$ cat src/irns_pkg.sv
// Shared types and constants for the rotating nearest-neighbour sampler.
// Depends on nothing; every other file in src imports it.
package irns_pkg;

  localparam int POS_W     = 10;  // input column and row
  localparam int PIX_W     = 8;   // grey value
  localparam int COEF_W    = 16;  // Q2.14 coefficients
  localparam int OFS_W     = 11;  // signed offsets
  localparam int DIM_W     = 9;   // frame size registers
  localparam int FRAC_BITS = 14;
  localparam int DELTA_W   = 12;  // col - offset_x, row - offset_y
  localparam int PROD_W    = COEF_W + DELTA_W;
  localparam int SUM_W     = PROD_W + 1;
  localparam int MAG_W     = SUM_W - FRAC_BITS;
  localparam int LIM_W     = 11;  // holds frame limits up to 1024
  localparam int REG_IDX_W = 3;
  localparam int REG_DATA_W = 16;

  localparam int QUEUE_DEPTH = 8;
  localparam int QCNT_W      = $clog2(QUEUE_DEPTH + 1);
  localparam int STAGES      = 4;  // registered stages in the front part
  localparam int FLIGHT_W    = $clog2(STAGES + 1);

  localparam logic [REG_IDX_W-1:0] REG_COS_COEF   = 3'd0;
  localparam logic [REG_IDX_W-1:0] REG_SIN_COEF   = 3'd1;
  localparam logic [REG_IDX_W-1:0] REG_OFFSET_X   = 3'd2;
  localparam logic [REG_IDX_W-1:0] REG_OFFSET_Y   = 3'd3;
  localparam logic [REG_IDX_W-1:0] REG_SRC_WIDTH  = 3'd4;
  localparam logic [REG_IDX_W-1:0] REG_SRC_HEIGHT = 3'd5;

  typedef enum logic {
    KIND_LOAD   = 1'b0,
    KIND_SAMPLE = 1'b1
  } kind_t;

  // One classified job leaving the front part.
  typedef struct packed {
    logic               push;
    kind_t              kind;
    logic               outside;
    logic [PIX_W-1:0]   pixel;
  } job_t;

endpackage

$ cat src/irns_front.sv
// Front part: takes items, maps sample positions back into the source frame
// and classifies each as a store write, an inside read or an outside result.
// Depends on irns_pkg.
module irns_front import irns_pkg::*; #(
  parameter int MAX_WIDTH  = 256,
  parameter int MAX_HEIGHT = 256,
  parameter int ADDR_W     = 16
) (
  input  logic                      clk,
  input  logic                      rst,
  input  logic                      accept,
  input  logic                      mode,
  input  logic [POS_W-1:0]          col,
  input  logic [POS_W-1:0]          row,
  input  logic [PIX_W-1:0]          pixel_in,
  input  logic signed [COEF_W-1:0]  cos_coef,
  input  logic signed [COEF_W-1:0]  sin_coef,
  input  logic signed [OFS_W-1:0]   offset_x,
  input  logic signed [OFS_W-1:0]   offset_y,
  input  logic [DIM_W-1:0]          src_width,
  input  logic [DIM_W-1:0]          src_height,
  output job_t                      job,
  output logic [ADDR_W-1:0]         job_addr,
  output logic [FLIGHT_W-1:0]       in_flight
);

  localparam int COL_W = (MAX_WIDTH > 1) ? $clog2(MAX_WIDTH) : 1;
  localparam int ROW_W = (MAX_HEIGHT > 1) ? $clog2(MAX_HEIGHT) : 1;

  typedef struct packed {
    logic             neg;
    logic [MAG_W-1:0] mag;
  } rnd_t;

  // Round half away from zero; neg is set only for a non-zero negative result.
  function automatic rnd_t round_q14(input logic signed [SUM_W-1:0] v);
    logic [SUM_W-1:0] mag;
    logic [SUM_W-1:0] biased;
    rnd_t             r;
    mag    = v[SUM_W-1] ? (~v + 1'b1) : v;
    biased = mag + SUM_W'(1 << (FRAC_BITS - 1));
    r.mag  = biased[SUM_W-1:FRAC_BITS];
    r.neg  = v[SUM_W-1] && (r.mag != '0);
    return r;
  endfunction

  // stage A: offsets removed, load address formed
  logic                      a_valid, a_keep;
  kind_t                     a_kind;
  logic [PIX_W-1:0]          a_pix;
  logic [ADDR_W-1:0]         a_addr;
  logic signed [DELTA_W-1:0] a_dx, a_dy;
  // stage B: four products
  logic                      b_valid, b_keep;
  kind_t                     b_kind;
  logic [PIX_W-1:0]          b_pix;
  logic [ADDR_W-1:0]         b_addr;
  logic signed [PROD_W-1:0]  b_cdx, b_sdy, b_sdx, b_cdy;
  // stage C: exact sums
  logic                      c_valid, c_keep;
  kind_t                     c_kind;
  logic [PIX_W-1:0]          c_pix;
  logic [ADDR_W-1:0]         c_addr;
  logic signed [SUM_W-1:0]   c_u, c_v;
  // stage D: rounded source position
  logic                      d_valid, d_keep;
  kind_t                     d_kind;
  logic [PIX_W-1:0]          d_pix;
  logic [ADDR_W-1:0]         d_addr;
  rnd_t                      d_x, d_y;

  logic                      col_ok, row_ok;
  logic [ADDR_W-1:0]         load_addr;
  logic [LIM_W-1:0]          lim_w, lim_h;
  logic                      in_frame;
  logic [ADDR_W-1:0]         smp_addr;

  assign col_ok    = {1'b0, col} < LIM_W'(MAX_WIDTH);
  assign row_ok    = {1'b0, row} < LIM_W'(MAX_HEIGHT);
  assign load_addr = ADDR_W'(row[ROW_W-1:0] * MAX_WIDTH) + ADDR_W'(col[COL_W-1:0]);

  always_ff @(posedge clk) begin
    if (rst) begin
      a_valid <= 1'b0;
      b_valid <= 1'b0;
      c_valid <= 1'b0;
      d_valid <= 1'b0;
    end else begin
      a_valid <= accept;
      b_valid <= a_valid;
      c_valid <= b_valid;
      d_valid <= c_valid;
    end
  end

  always_ff @(posedge clk) begin
    a_kind <= kind_t'(mode);
    a_keep <= mode || (col_ok && row_ok);
    a_pix  <= pixel_in;
    a_addr <= load_addr;
    a_dx   <= $signed({2'b00, col}) - $signed({offset_x[OFS_W-1], offset_x});
    a_dy   <= $signed({2'b00, row}) - $signed({offset_y[OFS_W-1], offset_y});

    b_kind <= a_kind;
    b_keep <= a_keep;
    b_pix  <= a_pix;
    b_addr <= a_addr;
    b_cdx  <= cos_coef * a_dx;
    b_sdy  <= sin_coef * a_dy;
    b_sdx  <= sin_coef * a_dx;
    b_cdy  <= cos_coef * a_dy;

    c_kind <= b_kind;
    c_keep <= b_keep;
    c_pix  <= b_pix;
    c_addr <= b_addr;
    c_u    <= $signed({b_cdx[PROD_W-1], b_cdx}) - $signed({b_sdy[PROD_W-1], b_sdy});
    c_v    <= $signed({b_sdx[PROD_W-1], b_sdx}) + $signed({b_cdy[PROD_W-1], b_cdy});

    d_kind <= c_kind;
    d_keep <= c_keep;
    d_pix  <= c_pix;
    d_addr <= c_addr;
    d_x    <= round_q14(c_u);
    d_y    <= round_q14(c_v);
  end

  // frame in use, clipped to the store
  assign lim_w = (LIM_W'(src_width) > LIM_W'(MAX_WIDTH))  ? LIM_W'(MAX_WIDTH)  : LIM_W'(src_width);
  assign lim_h = (LIM_W'(src_height) > LIM_W'(MAX_HEIGHT)) ? LIM_W'(MAX_HEIGHT)
                                                          : LIM_W'(src_height);

  assign in_frame = !d_x.neg && (d_x.mag < MAG_W'(lim_w)) &&
                    !d_y.neg && (d_y.mag < MAG_W'(lim_h));
  assign smp_addr = ADDR_W'(d_y.mag[ROW_W-1:0] * MAX_WIDTH) + ADDR_W'(d_x.mag[COL_W-1:0]);

  always_comb begin
    job.push    = d_valid && d_keep;
    job.kind    = d_kind;
    job.outside = (d_kind == KIND_SAMPLE) && !in_frame;
    job.pixel   = d_pix;
    job_addr    = (d_kind == KIND_SAMPLE) ? smp_addr : d_addr;
  end

  assign in_flight = FLIGHT_W'($countones({a_valid, b_valid, c_valid, d_valid}));

endmodule

$ cat config.mk
export PLATFORM = sky130hd
export DESIGN_NAME = irns_front
export DESIGN_NICKNAME = d
export VERILOG_FILES = /design/src/irns_pkg.sv /design/src/irns_front.sv
export SDC_FILE = /design/constraint.sdc
export NUM_CORES = 2
export LEC_CHECK = 0
export BUFFER_PORTS_ARGS = -buffer_cell sky130_fd_sc_hd__clkbuf_2
export CAP_MARGIN = 20
export CORE_UTILIZATION = 40
export DETAILED_ROUTE_END_ITERATION = 10
export GPL_ROUTABILITY_DRIVEN = 0
export PLACE_DENSITY_LB_ADDON = 0.05
export SLEW_MARGIN = 20
export SYNTH_ARGS = -nofsm -noshare
export SYNTH_HDL_FRONTEND = slang
export SYNTH_SLANG_ARGS = --single-unit
$ cat constraint.sdc
create_clock -name clk -period 7.38 [get_ports clk]
set_input_delay 0.738 -clock clk [delete_from_list [all_inputs] [get_ports clk]]
set_output_delay 0.738 -clock clk [all_outputs]
set_load 0.1 [all_outputs]
==> flow_metrics.env <==
export IMPL_status="finished clean"
export IMPL_avgSynthCellArea_um2=9.18
export IMPL_cp_start_kind="register"
export IMPL_max_stage_delay_ps=670
export IMPL_max_freq_mhz=149
export IMPL_yosysUniqueCellTypes=74
export IMPL_netlist_area_mm2=0.0401
export IMPL_dpl_hpwl_mm=87.7
export IMPL_worst_path_buf_inv=4
export IMPL_clock_sinks=334
export IMPL_clk_latency_ps=600
export IMPL_vias_per_cell=4.91
export IMPL_coreArea_mm2=0.0989
export IMPL_place_worst_setup_slack_ps=386
export IMPL_fp_dieArea_mm2=0.102
export IMPL_drive_gt1_frac=0.0763
export IMPL_finalSetupViolCount=0
export IMPL_async_flop_share=0
export IMPL_initial_core_util=0.406
export IMPL_ys_warn_count=0
export IMPL_yosys_most_used_dff="dfxtp_1"
export IMPL_worst_pin_slew_ps=888
export IMPL_grt_first_pass_wirelength_mm=167
export IMPL_num_antenna_cells=0
export IMPL_cts_resized=0
export IMPL_final_hold_viol_count=0
export IMPL_route_detailed_drc=0
export IMPL_grt_max_degree=33
export IMPL_worstPathMaxFanout=11
export IMPL_final_common_cell="inv_1"
export IMPL_rows=115
export IMPL_num_vias=28500
export IMPL_syn_nets=5525
export IMPL_first_pass_iters=5
export IMPL_max_cap_violations=0
export IMPL_hold_class="in2reg"
export IMPL_drtIter0Drc=1360
export IMPL_track_usage=0.213
export IMPL_hold_buffers=0
export IMPL_numCtsBuffers=41
export IMPL_wl_per_cell_um=18.0
export IMPL_crit_family="adder cells"
export IMPL_setup_tns_final_ps=0
export IMPL_synthCells=4372
export IMPL_nets=5644
export IMPL_worst_hold_slack_ps=254
export IMPL_pin_count=134
export IMPL_antenna_found_initial=17
export IMPL_final_util=0.445
export IMPL_cts_htree_levels=2
export IMPL_cts_tree="done"
export IMPL_path_clk_slew_ps=60
export IMPL_drt_wl_total_mm=105
export IMPL_slew_viol_final=0
export IMPL_period_needed_ps=6700
export IMPL_worst_path_max_delay_cell="dfxtp_1"
export IMPL_ys_seq_area_frac=0.167
export IMPL_finalCritPeriodShare=0.907
export IMPL_yosys_register_bits=334
export IMPL_cp_required_ps=7810
export IMPL_rsz0062_at_grt="false"
export IMPL_setup_ws_ps=684
export IMPL_arrival_ps=7130
export IMPL_cp_end_kind="register"
export IMPL_path_cells="buf_4 -> nand2_1 -> fa_1 -> fa_1 -> fa_1 -> inv_1 -> fa_1 -> inv_1 -> fa_1 -> inv_1 -> ha_1 -> or4_1 -> o221a_2 -> o311a_1 -> o31a_1 -> o41a_1 -> a2111oi_0 -> nor3_1 -> xor2_1"
export IMPL_io_buffers=133
export IMPL_synth_enable_flop_cells=0
export IMPL_cp_common_cell="fa_1"
export IMPL_final_cell_mix="inv_1 (929), fa_1 (717), nand2_1 (552)"
export IMPL_clockBufferDepth=3
export IMPL_drtAntennaViolNets=0
export IMPL_fp_dieH_um=319
export IMPL_area_growth_pct=9.69
export IMPL_die_x_um=319
export IMPL_post_cts_buffers=0
export IMPL_criticalPathCategory="reg2reg"
export IMPL_grt_ovfl_total=0
export IMPL_fin_skew_ps=55.2
export IMPL_slew_limit_headroom=0.403
export IMPL_cts_root_buf="clkbuf_16"
export IMPL_grt_pass1_vias=29200
worst paths after layout:
path               start   endpoint  slack [ps]  cells past startpoint
min          pixel_in[5]   a_pix[5]         250                      1
min reg2reg     a_pix[4]   b_pix[4]         320                      0
max reg2reg      a_dx[4]  b_sdx[23]         680                     19
max              a_dx[4]  b_sdx[23]         680                     19
synthesized netlist by cell type (36+ instances only):
cell	number	area [um2]
nand2_1	552	2070
ha_1	332	4150
inv_1	929	3490
o21a_1	39	293
and2_1	251	1570
xnor2_1	162	1420
nor3_1	36	180
o21ai_0	92	460
fa_1	717	14400
clkbuf_1	146	548
a21oi_1	129	646
a21o_1	36	270
nand3_1	40	200
dfxtp_1	334	6690
nand2b_1	41	257
nor2_1	176	661
registers in the layout, indices dropped and copies added (netlist names), 28 cells and up:
| name | count |
|---|---|
| b_cdx | 28 |
| c_v | 29 |
| c_u | 29 |
| b_sdx | 28 |
| b_cdy | 28 |
| b_sdy | 28 |
metal layers:
layer,vias to the layer above,routed length (um),GRT usage
met1,14200,49100,0.301
li1,13600,-,-
met5,-,68,0
met4,10,3030,0.0611
met3,125,4830,0.0289
met2,579,47500,0.338
cell families after synthesis:
| family | share of synthesized area |
|---|---|
| compound gates | 0.0767 |
| xor+xnor | 0.0426 |
| fa+ha+maj | 0.461 |
| buf+inv | 0.102 |
| flops | 0.167 |
| mux | 0.00530 |
| simple gates | 0.145 |
metrics by stage:
stage	instance area, um2	instances
after floorplan	40100	4372
after global placement	42500	5735
after detailed placement	42500	5735
after CTS	44000	5809
after global routing	44000	5809
final	44000	5809
final cells by class:
type	count	area (um2)
fillers	9939	54800
multi-input cells	2951	29300
flip-flops and latches	334	6690
inverters	933	3500
well taps	1287	1610
repair buffers	230	1410
clock buffers	48	1090
clock inverters	26	370
Power is left out: the tool's default activity adds up to more than one toggle a clock period on the data nets, which glitch-free logic cannot reach.
