### config.mk
export PLATFORM = sky130hd
export DESIGN_NAME = irns_queue
export DESIGN_NICKNAME = d
export VERILOG_FILES = /design/src/irns_pkg.sv /design/src/irns_queue.sv
export SDC_FILE = /design/constraint.sdc
export NUM_CORES = 1
export LEC_CHECK = 0
export BUFFER_PORTS_ARGS = -buffer_cell sky130_fd_sc_hd__buf_4
export CORE_ASPECT_RATIO = 1.1
export CORE_UTILIZATION = 58
export CTS_BUF_LIST = sky130_fd_sc_hd__clkbuf_16
export CTS_CLUSTER_SIZE = 16
export DETAILED_ROUTE_END_ITERATION = 16
export GPL_ROUTABILITY_DRIVEN = 1
export PLACE_DENSITY = 0.82
export SLEW_MARGIN = 10
export SYNTH_ARGS = -nofsm -noshare
export SYNTH_HDL_FRONTEND = slang
export SYNTH_SLANG_ARGS = --single-unit
### constraint.sdc
create_clock -name clk -period 2.4 [get_ports clk]
set_input_delay 0.48 -clock clk [delete_from_list [all_inputs] [get_ports clk]]
set_output_delay 0.48 -clock clk [all_outputs]
set_load 0.02 [all_outputs]
### src/irns_pkg.sv
// Shared types and constants for the rotating nearest-neighbour sampler.
// Depends on nothing; every other file in src imports it.
package irns_pkg;

  localparam int POS_W     = 10;  // input column and row
  localparam int PIX_W     = 8;   // grey value
  localparam int COEF_W    = 16;  // Q2.14 coefficients
  localparam int OFS_W     = 11;  // signed offsets
  localparam int DIM_W     = 9;   // frame size registers
  localparam int FRAC_BITS = 14;
  localparam int DELTA_W   = 12;  // col - offset_x, row - offset_y
  localparam int PROD_W    = COEF_W + DELTA_W;
  localparam int SUM_W     = PROD_W + 1;
  localparam int MAG_W     = SUM_W - FRAC_BITS;
  localparam int LIM_W     = 11;  // holds frame limits up to 1024
  localparam int REG_IDX_W = 3;
  localparam int REG_DATA_W = 16;

  localparam int QUEUE_DEPTH = 8;
  localparam int QCNT_W      = $clog2(QUEUE_DEPTH + 1);
  localparam int STAGES      = 4;  // registered stages in the front part
  localparam int FLIGHT_W    = $clog2(STAGES + 1);

  localparam logic [REG_IDX_W-1:0] REG_COS_COEF   = 3'd0;
  localparam logic [REG_IDX_W-1:0] REG_SIN_COEF   = 3'd1;
  localparam logic [REG_IDX_W-1:0] REG_OFFSET_X   = 3'd2;
  localparam logic [REG_IDX_W-1:0] REG_OFFSET_Y   = 3'd3;
  localparam logic [REG_IDX_W-1:0] REG_SRC_WIDTH  = 3'd4;
  localparam logic [REG_IDX_W-1:0] REG_SRC_HEIGHT = 3'd5;

  typedef enum logic {
    KIND_LOAD   = 1'b0,
    KIND_SAMPLE = 1'b1
  } kind_t;

  // One classified job leaving the front part.
  typedef struct packed {
    logic               push;
    kind_t              kind;
    logic               outside;
    logic [PIX_W-1:0]   pixel;
  } job_t;

endpackage

### src/irns_queue.sv
// Short FIFO between the front and back parts.
// Depends on irns_pkg for its depth and count width.
module irns_queue import irns_pkg::*; #(
  parameter int DATA_W = 8
) (
  input  logic              clk,
  input  logic              rst,
  input  logic              push,
  input  logic [DATA_W-1:0] push_data,
  input  logic              pop,
  output logic [DATA_W-1:0] head,
  output logic              not_empty,
  output logic [QCNT_W-1:0] count
);

  localparam int PTR_W = $clog2(QUEUE_DEPTH);

  logic [DATA_W-1:0] entries [QUEUE_DEPTH];
  logic [PTR_W-1:0]  wr_ptr, rd_ptr;
  logic              full;

  assign full      = (count == QCNT_W'(QUEUE_DEPTH));
  assign not_empty = (count != '0);
  assign head      = entries[rd_ptr];

  always_ff @(posedge clk) begin
    if (push) begin
      entries[wr_ptr] <= push_data;
    end
  end

  always_ff @(posedge clk) begin
    if (rst) begin
      wr_ptr <= '0;
      rd_ptr <= '0;
      count  <= '0;
    end else begin
      if (push) begin
        wr_ptr <= wr_ptr + 1'b1;
      end
      if (pop) begin
        rd_ptr <= rd_ptr + 1'b1;
      end
      if (push && !pop) begin
        count <= count + 1'b1;
      end else if (pop && !push) begin
        count <= count - 1'b1;
      end
    end
  end

`ifndef SYNTHESIS
  a_no_overflow: assert property (@(posedge clk) disable iff (rst)
    push |-> (!full || pop))
    else $error("queue written while full");

  a_count_up: assert property (@(posedge clk) disable iff (rst)
    (push && !pop) |=> (count == $past(count) + 1'b1))
    else $error("queue count did not follow a push");
`endif

endmodule

==> results of run 1 <==
==> cell usage after synthesis, types with 2 or more instances <==
cell and instances:
a21oi_1 3, clkbuf_1 3, dfxtp_1 13, edfxtp_1 64, ha_1 5, inv_1 2, mux2_2 9, mux2i_1 3
mux4_1 15, nand2_1 4, nand2b_1 4, nor2_1 18, nor3_1 2, xnor2_1 2, xor2_1 3
==> final cells by class <==
cell class / count / area share (%)
flip-flops and latches: 77 / 58.4
repair buffers: 35 / 7.84
clock buffers: 9 / 6.03
inverters: 2 / 0.201
well taps: 58 / 1.94
multi-input cells: 75 / 22.5
clock inverters: 7 / 3.08
==> logic make-up after synthesis <==
| group | Yosys count | share of synthesized area, % |
|---|---|---|
| simple gates | 31 | 4.43 |
| xor+xnor | 5 | 1.42 |
| compound gates | 5 | 0.934 |
| buf+inv | 9 | 1.91 |
| fa+ha+maj | 6 | 2.68 |
| mux | 28 | 17.8 |
| flops | 77 | 70.8 |
==> registers in the layout, indices dropped and copies added, names as in the netlist, named ones only <==
register  cells
entries      64
wr_ptr        3
rd_ptr        3
count         4
==> where the power goes <==
| group | switching, mW | internal, mW |
|---|---|---|
| Clock | 0.494 | 1.01 |
| Combinational | 0.187 | 0.191 |
| Sequential | 0.0332 | 1.49 |
==> layout by cell type (no fill, tap or decap), drive strengths merged <==
master and n:
mux2 9, clkinvlp 1, mux2i 3, nand2b 4
a21oi 3, fa 1, a211oi 1, inv 3
xor2 3, clkinv 2, edfxtp 64, clkbuf 10
mux4 16, buf 34, nor3 2, nor2 18
ha 5, dfxtp 13, or4 1, bufinv 3
nand2 4, nand3 1, xnor2 2, a31oi 1
nor2b 1
==> per-layer routing <==
layer	routed length, um	vias up	GRT usage, %
met5	0	-	0
met4	100	0	8.82
met2	2730	44	35.7
li1	-	723	-
met3	215	8	5.91
met1	2320	790	29.0
==> per-stage QoR <==
step	utilization, %	cell area (um^2)	cells	power, mW	hold slack, ps
floorplan	-	3080	161	1.79	475
global placement	66.5	3370	246	1.90	486
detailed placement	66.5	3370	246	1.93	505
CTS	73.2	3710	262	3.43	375
global route	73.7	3740	263	3.53	379
finish	73.7	3740	263	3.41	387
==> path summary, 6_finish.rpt <==
| kind | from | endpoint | slack, ps | depth (start not counted) |
|---|---|---|---|---|
| worst max-delay path | flip-flop | head[6] | 40 | 4 |
| worst min-delay path | push_data[5] | entries[7][5]$_DFFE_PP_ | 390 | 1 |
| worst max register to register | count[2]$_SDFFE_PP0P_ | count[3]$_SDFFE_PP0P_ | 810 | 5 |
| worst min register to register | wr_ptr[0]$_SDFFE_PP0P_ | wr_ptr[0]$_SDFFE_PP0P_ | 510 | 2 |
==> flow_summary.json, run 1 <==
{
  "status": "finished, final reports clean",
  "multi_input_area_um2": 840,
  "path_cells": "clkbuf_16 > mux4_1 > mux2_2 > buf_4",
  "clk_path_buf_depth": 2,
  "setup_viol": 0,
  "drtAntennaViolNets": 0,
  "async_flop_share_pct": 0,
  "floorplan.initialDensity_pct": 60.8,
  "via_per_inst": 5.95,
  "skew_ps": 7.39,
  "min_path_type": "in2reg",
  "drv_slew": 0,
  "die_y_um": 78.4,
  "wire_per_inst_um": 20.4,
  "ys_seq_elements": 77,
  "clock_sinks": 77,
  "hpwl_mm": 3.35,
  "portBuffers": 24,
  "wirelength_mm": 5.37,
  "synth_cells": 161,
  "rsz0062_at_grt": "no",
  "critPathKind": "reg2out",
  "yosys_most_used_dff": "edfxtp_1",
  "period_share_pct": 98.2,
  "die_x_um": 71.5,
  "die-area_mm2": 0.00561,
  "synth_edf_count": 64,
  "drt-pass1-iter-count": 4,
  "timing.fmax_mhz": 424,
  "fillCellCount": 304,
  "syn_to_final_growth_pct": 21.3,
  "min_period_ps": 2360,
  "cts_buffers": 9,
  "cp_max_fo": 8,
  "grt_pass1_wl_mm": 8.67,
  "synth.top_cells.by_area": "edfxtp_1 62%, mux4_1 13%, dfxtp_1 8.4%",
  "p_leak_nw": 1.36,
  "cp.required_ps": 1920,
  "grt_max_degree": 17,
  "drive_gt1_share_pct": 29.8,
  "ir_drop_mv": 0.767,
  "post_cts_buffers": 0,
  "yosysTopAreaCellShare_pct": 62.4,
  "gp_congestion": 0.687,
  "yosysWarnings": 0,
  "antennaDiodeCount": 0,
  "core_area_mm2": 0.00507,
  "syn-cell-area_mm2": 0.00308,
  "ys_seq_area_share_pct": 70.8,
  "startpoint_type": "flip-flop",
  "max_slew_margin_pct": 68.5,
  "cts.root.buffer_cell": "clkbuf_16",
  "ctsHoldBuffers": 0,
  "p_per_area_mw_per_mm2": 913,
  "clk_pin_slew_ps": 60,
  "yosysTopAreaCell": "edfxtp_1",
  "setup_ws_ps": 44.0,
  "dpl_worst_slack_ps": 239,
  "crit_path_end_kind": "output port",
  "grt_use_total_pct": 22.2,
  "slowest_delay_ps": 550,
  "drc_errors": 0,
  "synth_fp_nets": 179,
  "clk_latency_ps": 320,
  "syn_avg_cell_area_um2": 19.1,
  "seqCellArea_mm2": 0.00218,
  "crit_arrival_ps": 1880,
  "critical_path.top_delay_family": "multiplexers",
  "ys_types": 26,
  "grt_pass1_vias": 1594,
  "cts_tree": "yes",
  "grt_remaining_overflow": 0,
  "cp_slowest_cell": "mux4_1",
  "max_cap_viol_count": 0,
  "cp_num_buf_inv": 2,
  "drt_iter0_markers": 81,
  "layout.nets": 218,
  "vias": 1565,
  "io_pins": 25,
  "htreeDepth": 3,
  "cts_resized": 0,
  "final-hold-violation-count": 0,
  "worstMarginPinSlew_ps": 472,
  "rows": 27,
  "setup_tns_ps": 0,
  "antenna_found_initial": 0
}
Power figures use the tool's default switching activity.
==> run 2: changes to the inputs <==
--- a/config.mk
+++ b/config.mk
@@ -5,14 +5,15 @@
 export SDC_FILE = /design/constraint.sdc
 export NUM_CORES = 1
 export LEC_CHECK = 0
+export ABC_AREA = 1
 export BUFFER_PORTS_ARGS = -buffer_cell sky130_fd_sc_hd__buf_4
 export CORE_ASPECT_RATIO = 1.1
-export CORE_UTILIZATION = 58
+export CORE_UTILIZATION = 59
 export CTS_BUF_LIST = sky130_fd_sc_hd__clkbuf_16
 export CTS_CLUSTER_SIZE = 16
 export DETAILED_ROUTE_END_ITERATION = 16
 export GPL_ROUTABILITY_DRIVEN = 1
-export PLACE_DENSITY = 0.82
+export PLACE_DENSITY = 0.83
 export SLEW_MARGIN = 10
 export SYNTH_ARGS = -nofsm -noshare
 export SYNTH_HDL_FRONTEND = slang
==> flow_summary.json, run 2 <==
{
  "worst-r2r-setup-slack_ps": 780,
  "synth_fp_nets": 319,
  "p_seq_share_pct": 47.1,
  "max_cap_viol_count": 0,
  "grt_pass1_wl_mm": 10.6,
  "crit_end": "head[4]",
  "yosysTopAreaCellShare_pct": 59.4,
  "drc_errors": 0,
  "gp_congestion": 0.813,
  "met1_usage_pct": 30.6,
  "timing.fmax_mhz": 444,
  "grt_use_total_pct": 26.0,
  "ctsHoldBuffers": 0,
  "top_register": "entries",
  "clk_path_buf_depth": 2,
  "antennaDiodeCount": 0,
  "portBuffers": 24,
  "cp.required_ps": 1920,
  "min_path_type": "in2reg",
  "intPower_mw": 2.44,
  "p_clk_share_pct": 40.2,
  "yosysWarnings": 0,
  "cts_buffers": 9,
  "drtAntennaViolNets": 0,
  "synth.top_cells.by_area": "edfxtp_1 59%, nor2_1 9.3%, dfxtp_1 8.0%",
  "critPathKind": "reg2out",
  "setup_viol": 0,
  "wire_per_inst_um": 16.1,
  "grt_pass1_vias": 2179,
  "rsz0062_at_grt": "no",
  "setup_tns_ps": 0,
  "drv_slew": 0,
  "rows": 27,
  "clock_sinks": 77,
  "yosysTopAreaCell": "edfxtp_1",
  "min_period_ps": 2250,
  "worstMarginPinSlew_ps": 725,
  "switching_share_pct": 24.5,
  "via_per_inst": 5.37,
  "antenna_found_initial": 0,
  "cts_tree": "yes",
  "synth_edf_count": 64,
  "floorplan.initialDensity_pct": 63.0,
  "cp_max_fo": 16,
  "vias": 2209,
  "period_share_pct": 93.8,
  "p_per_area_mw_per_mm2": 861,
  "holdCritStartpoint": "push_data[6]",
  "die_x_um": 72.6,
  "slowest_delay_ps": 610,
  "max_slew_margin_pct": 51.5,
  "cp_common_cell": "nand2_1",
  "reg_top3": "entries: 64 flops, count: 4 flops",
  "htreeDepth": 3,
  "syn_to_final_growth_pct": 16.0,
  "grt_remaining_overflow": 0,
  "status": "finished, final reports clean",
  "p_sw_uw": 792,
  "ir_drop_mv": 0.712,
  "cp_num_buf_inv": 2,
  "final_cell_mix": "80 x nor2_1, 64 x edfxtp_1, 61 x nand2_1",
  "drt_iter0_markers": 131,
  "ys_seq_area_share_pct": 67.4,
  "drt-pass1-iter-count": 4,
  "synth_common_cells": "80 x nor2_1, 64 x edfxtp_1, 61 x nand2_1, 30 x o21ai_1, 13 x dfxtp_1",
  "layout.nets": 352,
  "skew_ps": 5.25,
  "largest_register_ffs": 64,
  "reg2reg_to": "entries[6][5]$_DFFE_PP_",
  "path_cells": "inv_4 > nor2_1 > o21ai_1 > nand2_1 > nand2_1 > nand2_1 > buf_4",
  "cts.root.buffer_cell": "clkbuf_16",
  "clk_pin_slew_ps": 60,
  "reg2reg_depth": 2,
  "startpoint_type": "flip-flop",
  "ys_types": 23,
  "post_cts_buffers": 0,
  "r2r-start": "wr_ptr[0]$_SDFFE_PP0P_",
  "grt_busiest_layer": "met2",
  "final-hold-violation-count": 0,
  "final_common_cell": "nor2_1",
  "yosysMostFrequentCell": "nor2_1",
  "hpwl_mm": 4.15,
  "crit_arrival_ps": 1770,
  "cts_resized": 0,
  "core_area_mm2": 0.00513,
  "syn-cell-area_mm2": 0.00324,
  "die-area_mm2": 0.00579,
  "yosys_most_used_dff": "edfxtp_1",
  "drive_gt1_share_pct": 15.6,
  "wirelength_mm": 6.63,
  "grt_use_met3_pct": 6.44,
  "crit_path_end_kind": "output port",
  "clk_latency_ps": 330,
  "ys_seq_elements": 77,
  "synth_cells": 301,
  "final_core_util_pct": 73.1,
  "die_y_um": 79.7,
  "syn_avg_cell_area_um2": 10.8,
  "cp_slowest_cell": "dfxtp_1",
  "p_leak_nw": 1.48,
  "async_flop_share_pct": 0,
  "io_pins": 25,
  "grt_util_met2_pct": 46.0,
  "final_cells": 411,
  "critical_path.top_delay_family": "flip-flops",
  "comb_power_share_pct": 12.7,
  "dp_cells": 395,
  "grt_max_degree": 33,
  "cp_num_cells": 7
}
[run 2: worst min path at each step]
stage / slack, ps / endpoint / cells after the start
floorplan: 460 / flip-flop / 2
global route: 380 / entries[6][2]$_DFFE_PP_ / 1
global placement: 480 / rd_ptr[1]$_SDFFE_PP0P_ / 2
CTS: 380 / entries[6][2]$_DFFE_PP_ / 1
finish: 390 / entries[6][6]$_DFFE_PP_ / 1
detailed placement: 490 / rd_ptr[1]$_SDFFE_PP0P_ / 2
[run 2: power groups by stage]
stage	Combinational [mW]	Clock, mW	Sequential, mW
after floorplan	0.277	0	1.55
after global placement	0.394	0	1.55
after detailed placement	0.409	0	1.55
after CTS	0.413	1.31	1.52
after global routing	0.460	1.37	1.53
final	0.412	1.30	1.52
[run 2: kinds of logic after synthesis]
group,after synthesis,synth area share [%]
flip-flops,77,67.4
AND/OR/NAND/NOR,149,17.7
XOR/XNOR,2,0.541
buffers and inverters,26,5.33
AO/OA/AOI/OAI,41,6.42
adder cells (fa/ha/maj),6,2.55
[run 2: layout make-up]
class / instances / area (um^2)
Clock buffer: 9 / 225
Clock inverter: 7 / 66.3
Fill cell: 350 / 1380
Inverter: 14 / 55.1
Multi-Input combinational cell: 198 / 882
Sequential cell: 77 / 2180
Tap cell: 72 / 90.1
Timing Repair Buffer: 34 / 255
[run 2: routing by layer]
| layer | share of wire, % | wire [um] | up-vias |
|---|---|---|---|
| li1 | - | - | 1074 |
| met1 | 41 | 2740 | 1067 |
| met2 | 52 | 3420 | 61 |
| met3 | 5.9 | 388 | 7 |
| met4 | 1.2 | 79 | 0 |
| met5 | 0 | 0 | - |
[run 2: through the flow]
stage,area [um^2],total power [mW],hold slack [ps],setup slack [ps]
floorplan,3240,1.83,457,737
global placement,3460,1.94,484,551
detailed placement,3460,1.96,490,476
CTS,3760,3.25,379,141
global route,3760,3.36,385,30.9
finish,3760,3.24,390,148
==> run 3: changes to the inputs <==
--- a/config.mk
+++ b/config.mk
@@ -8,12 +8,12 @@
 export ABC_AREA = 1
 export BUFFER_PORTS_ARGS = -buffer_cell sky130_fd_sc_hd__buf_4
 export CORE_ASPECT_RATIO = 1.1
-export CORE_UTILIZATION = 59
+export CORE_UTILIZATION = 62
 export CTS_BUF_LIST = sky130_fd_sc_hd__clkbuf_16
 export CTS_CLUSTER_SIZE = 16
 export DETAILED_ROUTE_END_ITERATION = 16
 export GPL_ROUTABILITY_DRIVEN = 1
-export PLACE_DENSITY = 0.83
+export PLACE_DENSITY = 0.86
 export SLEW_MARGIN = 10
 export SYNTH_ARGS = -nofsm -noshare
 export SYNTH_HDL_FRONTEND = slang
==> constraint.sdc (replaced) <==
create_clock -name clk -period 2.8 [get_ports clk]
set_input_delay 0.56 -clock clk [delete_from_list [all_inputs] [get_ports clk]]
set_output_delay 0.56 -clock clk [all_outputs]
set_load 0.02 [all_outputs]
==> flow_summary.json, run 3 (same netlist as run 2, synthesis figures left out) <==
{
  "max_cap_viol_count": 0,
  "cp.required_ps": 2240,
  "vias": 2171,
  "wirelength_mm": 6.53,
  "core_area_mm2": 0.00500,
  "clk_path_buf_depth": 2,
  "slowest_delay_ps": 310,
  "drtAntennaViolNets": 0,
  "top_register": "entries",
  "ctsHoldBuffers": 0,
  "via_per_inst": 5.51,
  "io_pins": 25,
  "drc_errors": 0,
  "post_cts_buffers": 0,
  "wire_per_inst_um": 16.6,
  "clk_pin_slew_ps": 60,
  "die_x_um": 70.9,
  "cp_slowest_cell": "dfxtp_1",
  "cp_max_fo": 19,
  "hpwl_mm": 4.43,
  "finalPower_mw": 2.74,
  "critPathKind": "reg2out",
  "syn_to_final_growth_pct": 14.5,
  "p_leak_nw": 1.48,
  "antennaDiodeCount": 0,
  "cts_tree": "yes",
  "min_path_type": "in2reg",
  "rows": 27,
  "ir_drop_mv": 0.468,
  "grt_max_degree": 33,
  "startpoint_type": "flip-flop",
  "dp_cells": 378,
  "finalInstanceArea_mm2": 0.00371,
  "portBuffers": 24,
  "reg_top3": "entries: 64 flops, count: 4 flops",
  "clk_latency_ps": 330,
  "gp_congestion": 0.859,
  "multi_input_area_um2": 882,
  "setup_viol": 0,
  "grt_pass1_vias": 2222,
  "final_common_cell": "nor2_1",
  "clock_sinks": 77,
  "crit_arrival_ps": 1760,
  "holdCritStartpoint": "push_data[0]",
  "floorplan.initialDensity_pct": 64.7,
  "die_y_um": 77.8,
  "antenna_found_initial": 0,
  "worst-r2r-setup-slack_ps": 1110,
  "drv_slew": 0,
  "final_cell_mix": "80 x nor2_1, 64 x edfxtp_1, 61 x nand2_1",
  "final_core_util_pct": 74.1,
  "drt-pass1-iter-count": 6,
  "drt_iter0_markers": 221,
  "period_share_pct": 82.9,
  "htreeDepth": 3,
  "layout.nets": 349,
  "min_period_ps": 2320,
  "cts.root.buffer_cell": "clkbuf_16",
  "p_per_area_mw_per_mm2": 740,
  "final_cells": 394,
  "drive_gt1_share_pct": 14.6,
  "grt_pass1_wl_mm": 10.8,
  "cts_buffers": 9,
  "path_cells": "buf_4 > buf_4 > nor2_1 > nor2_1 > o21ai_1 > nand2_1 > nand2_1 > nand2_1 > buf_4",
  "largest_register_ffs": 64,
  "crit_path_end_kind": "output port",
  "worstMarginPinSlew_ps": 922,
  "skew_ps": 5.26,
  "timing.fmax_mhz": 431,
  "place_area_mm2": 0.00342,
  "grt_remaining_overflow": 0,
  "status": "finished, final reports clean",
  "rsz0062_at_grt": "no",
  "grt_use_total_pct": 27.2,
  "cts_resized": 0,
  "setup_tns_ps": 0,
  "seqCellArea_mm2": 0.00218,
  "r2r-start": "wr_ptr[0]$_SDFFE_PP0P_",
  "fillCellCount": 335,
  "final-hold-violation-count": 0,
  "die-area_mm2": 0.00551,
  "max_slew_margin_pct": 38.3
}
run 3: worst paths after layout:
check | end | cells after the start
worst max-delay path | head[0] | 9
worst max register to register | entries[0][5]$_DFFE_PP_ | 2
worst min-delay path | entries[4][0]$_DFFE_PP_ | 1
worst min register to register | rd_ptr[1]$_SDFFE_PP0P_ | 2
run 3: worst max-delay path, delay by kind of cell, from the launching register on:
family	cells	cell delay, ps
buffers and inverters	3	590
AND/OR/NAND/NOR	5	430
flip-flops	1	310
AO/OA/AOI/OAI	1	100
run 3: cell type report:
cell class,instances,share of cell area (%)
multi-input cells,198,23.8
well taps,58,1.96
flip-flops and latches,77,58.9
clock inverters,7,1.55
inverters,14,1.48
clock buffers,9,6.07
repair buffers,31,6.28
run 3: stage by stage:
| stage | hold slack, ps | worst slack (ps) |
|---|---|---|
| after floorplan | 457 | 1060 |
| after global placement | 483 | 722 |
| after detailed placement | 486 | 686 |
| after CTS | 459 | 460 |
| after global routing | 472 | 343 |
| final | 464 | 478 |
run 3: routing by layer:
metal	wire length [um]	GRT usage, %	part of all wire [%]	up-vias
met1	2620	33.5	40	1020
li1	-	-	-	1065
met2	3330	44.3	51	64
met3	336	4.68	5.1	22
met4	243	18.0	3.7	0
met5	0	0	0	-
run 3: power breakdown:
part / internal (mW) / switching [mW]
combinational: 0.130 / 0.219
clock: 0.676 / 0.414
sequential: 1.28 / 0.0245
total: 2.08 / 0.658
